<file path="src/design/gem_pkg.sv">
// ----------------------------------------------------------------------------
// gem_pkg
// Shared types, selector codes and kernel weights of the gradient edge block.
// ----------------------------------------------------------------------------
package gem_pkg;

  typedef logic [7:0] pix_t;
  // one window column: [0] top row, [1] middle row, [2] bottom row
  typedef pix_t [2:0] win_col_t;
  typedef logic signed [2:0] wgt_t;
  typedef wgt_t [8:0] kernel_t;

  localparam logic [1:0] METHOD_SOBEL   = 2'd0;
  localparam logic [1:0] METHOD_ROBERTS = 2'd1;
  localparam logic [1:0] METHOD_PREWITT = 2'd2;

  localparam logic [1:0] DIR_X   = 2'd0;
  localparam logic [1:0] DIR_Y   = 2'd1;
  localparam logic [1:0] DIR_MAG = 2'd2;

  localparam logic [1:0] REG_METHOD = 2'd0;
  localparam logic [1:0] REG_DIR    = 2'd1;
  localparam logic [1:0] REG_WIDTH  = 2'd2;
  localparam logic [1:0] REG_HEIGHT = 2'd3;

  localparam int CFG_W = 11;

  // entry k is window position row*3+col
  localparam kernel_t K_SOBEL_X = '{3'sd1, 3'sd0, -3'sd1, 3'sd2, 3'sd0, -3'sd2,
                                    3'sd1, 3'sd0, -3'sd1};
  localparam kernel_t K_SOBEL_Y = '{3'sd1, 3'sd2, 3'sd1, 3'sd0, 3'sd0, 3'sd0,
                                    -3'sd1, -3'sd2, -3'sd1};
  localparam kernel_t K_PREW_X  = '{3'sd1, 3'sd0, -3'sd1, 3'sd1, 3'sd0, -3'sd1,
                                    3'sd1, 3'sd0, -3'sd1};
  localparam kernel_t K_PREW_Y  = '{3'sd1, 3'sd1, 3'sd1, 3'sd0, 3'sd0, 3'sd0,
                                    -3'sd1, -3'sd1, -3'sd1};

endpackage

</file>
<file path="src/design/gem_win_cell.sv">
// ----------------------------------------------------------------------------
// gem_win_cell
// One column of the 3x3 window; loads the column of its right neighbor.
// ----------------------------------------------------------------------------
module gem_win_cell (
  input  logic              clk,
  input  logic              shift,
  input  gem_pkg::win_col_t din,
  output gem_pkg::win_col_t dout
);

  import gem_pkg::*;

  win_col_t col_r;

  always_ff @(posedge clk) begin
    if (shift) begin
      col_r <= din;
    end
  end

  assign dout = col_r;

endmodule

</file>
<file path="config.mk">
export PLATFORM = sky130hd
export DESIGN_NAME = gem_win_cell
export DESIGN_NICKNAME = d
export VERILOG_FILES = /design/src/design/gem_pkg.sv /design/src/design/gem_win_cell.sv
export SDC_FILE = /design/constraint.sdc
export NUM_CORES = 1
export LEC_CHECK = 0
export BUFFER_PORTS_ARGS = -buffer_cell sky130_fd_sc_hd__clkbuf_2
export CAP_MARGIN = 10
export CORE_ASPECT_RATIO = 0.75
export CORE_MARGIN = 5
export CORE_UTILIZATION = 38
export DETAILED_ROUTE_END_ITERATION = 10
export HOLD_SLACK_MARGIN = 0.02
export PLACE_DENSITY = 0.75
export SLEW_MARGIN = 10
export SYNTH_ARGS = -nofsm -noshare
export SYNTH_HDL_FRONTEND = slang
export SYNTH_SLANG_ARGS = --single-unit
</file>
<file path="constraint.sdc">
create_clock -name clk -period 0.8 [get_ports clk]
set_input_delay 0.08 -clock clk [delete_from_list [all_inputs] [get_ports clk]]
set_output_delay 0.08 -clock clk [all_outputs]
set_load 0.1 [all_outputs]
</file>
==> flow_metrics.py <==
metrics = {
    "power_and_ir_drop": {
        "power_frac_comb_pct": 38.3,
        "seqPwrFrac_pct": 46.6,
        "p_leak_nw": 0.6987,
        "p_sw_mw": 1.219,
        "sw_frac_of_total_pct": 35.94,
        "ir_worst_vdd_mv": 1.755,
        "clkPwrFrac_pct": 15.1,
        "power_density_nw_per_um2": 2043,
        "internal_power_mw": 2.172,
    },
    "die": {
        "coreArea_sq_um": 1773,
        "die_h_microns": 47.72,
        "die_w_microns": 60.29,
        "initial_core_util_pct": 40.65,
        "dieArea_sq_um": 2877,
        "ios": 50,
        "rows": 13,
    },
    "synthesis": {
        "synth_area_leaders": "edfxtp_1",
        "yosysSeqAreaShare_pct": 100.0,
        "synth_nets": 50,
        "yosysWarnings": 0,
        "netlist_instances": 24,
        "ys_ff_latch": 24,
        "syn_avg_cell_area_sq_um": 30.03,
        "syn_area_sq_um": 720.7,
        "yosysTopAreaCellShare_pct": 100.0,
        "synth_cell_types": 1,
        "yosysTopAreaCell": "edfxtp_1",
    },
    "placement": {
        "gp_congestion": 0.6206,
        "dpl-instance-area_sq_um": 1394,
        "portBuffers": 49,
        "dp.cells": 97,
    },
    "clock_network": {
        "clock_tree.root_cell": "clkbuf_4",
        "numCtsBuffers": 3,
        "cts_tree": "built",
        "clock_path_buffers": 2,
        "cts.sinks": 24,
        "htree_levels": 1,
        "path_clk_slew_ps": 130,
    },
    "final_layout": {
        "fin_area_sq_um": 1660,
        "nets": 130,
        "multi_input_cells": 0,
        "fin_util_pct": 93.65,
        "area_delta_synth_final_pct": 130.4,
        "final_cells": 125,
        "antennaDiodeCount": 0,
        "multi_input_area_sq_um": 0,
        "layout-drive-gt1-share_pct": 52.43,
        "largest_reg_flops": 24,
    },
    "global_route": {
        "grt_pass1_wl_mm": 2.939,
        "grt_pass1_vias": 572,
        "antenna_found_initial": 0,
        "grt_max_degree": 14,
        "grt_use_total_pct": 15.50,
        "grt.overflow.total": 0,
    },
    "route": {
        "dr.pass1.iters": 4,
        "highest_layer": "met4",
        "routed_wl_mm": 2.020,
        "wire_per_inst_microns": 16.16,
        "vias_per_cell": 4.320,
        "wl_met1_microns": 686,
        "route.detailed.drc": 0,
        "dr_wl_met2_mm": 1.185,
        "ant_nets": 0,
        "wl_met3_microns": 137,
        "drt_iter0_markers": 3,
        "via_count": 540,
    },
    "min_path": {
        "hold_path.class": "in2reg",
    },
    "timing": {
        "min_period_ps": 1031,
        "max_slew_margin_pct": 90.77,
        "fin_crit_sh_pct": 128.9,
        "setup_viol": 24,
        "slew_violations": 0,
        "hold_ws_ps": 205.4,
        "worstMarginPinSlew_ps": 138.7,
        "setup_tns_ps": -5010,
        "rsz0062_at_grt": "yes",
        "setup_slack_ps": -231.4,
        "final_hold_viol_count": 0,
        "timing.fmax_mhz": 969.6,
    },
    "run": {
        "maxCapViolCount": 0,
    },
    "critical_path": {
        "cp_top_family": "flip-flops",
        "arrival_ps": 950,
        "path_class": "reg2out",
        "cp_slowest_cell": "edfxtp_1",
        "critPathRequiredTime_ps": 720,
        "critPathBufInv": 1,
        "crit_chain": "buf_12",
        "cp-end-kind": "output pin",
        "start_kind": "register",
        "slowest_delay_ps": 450,
        "crit_fanout": 1,
    },
    "status": {
        "violations": "setup timing",
        "outcome": "finished, violations left",
    },
}
[power by group through the flow]
stage               Sequential [mW]  Clock (mW)  Combinational, mW
global placement               1.60           0               1.20
floorplan                      2.26           0                  0
detailed placement             1.61           0               1.20
global route                   1.59       0.596               1.32
finish                         1.58       0.514               1.30
CTS                            1.58       0.518               1.30
[timing repair]
| item | CTS | global route |
|---|---|---|
| gates cloned | 0 | 0 |
| hold buffers | 24 | 0 |
| buffers inserted | 0 | 0 |
| endpoints found under the setup margin | 24 | 24 |
| endpoints found under the hold margin | 24 | 0 |
| resized for setup | 0 | 0 |
[placed cells by master, fill, tap and decap left out]
master / Yosys / final
buf_12: 0 / 26
edfxtp_1: 24 / 24
dlygate4sd3_1: 0 / 24
clkbuf_4: 0 / 3
clkbuf_2: 0 / 25
clkinv_1: 0 / 1
[final cells by class]
type                  instances  area (sq um)
timing repair buffer         75         885.9
clock buffer                  3         22.52
sequential                   24         720.7
clock inverter                1         3.754
tap                          22         27.53
fill                         50         112.6
[Yosys cell counts]
library cell and number:
edfxtp_1 24
[cells by family after synthesis]
kind of cell / count (synthesis) / share of synthesized area [%]
DFF: 24 / 100.0
[layer usage]
metal / up-vias / global-route usage (%)
li1: 255 / -
met1: 251 / 14.83
met2: 32 / 32.54
met3: 2 / 2.965
met4: 0 / 6.637
met5: - / 0
[per-stage QoR]
step                power, mW  worst slack, ps
finish                  3.391           -231.4
global route            3.507           -292.2
CTS                     3.392           -234.8
detailed placement      2.812            117.6
global placement        2.799            132.6
floorplan               2.261           -184.0
[path summary, 6_finish.rpt]
check,start,end,slack [ps],depth (start not counted)
hold / removal,shift,dout[17]$_DFFE_PP_,210,2
setup / recovery,dout[0]$_DFFE_PP_,dout[0],-230,1
No activity file was read; power rests on OpenSTA's default activity.
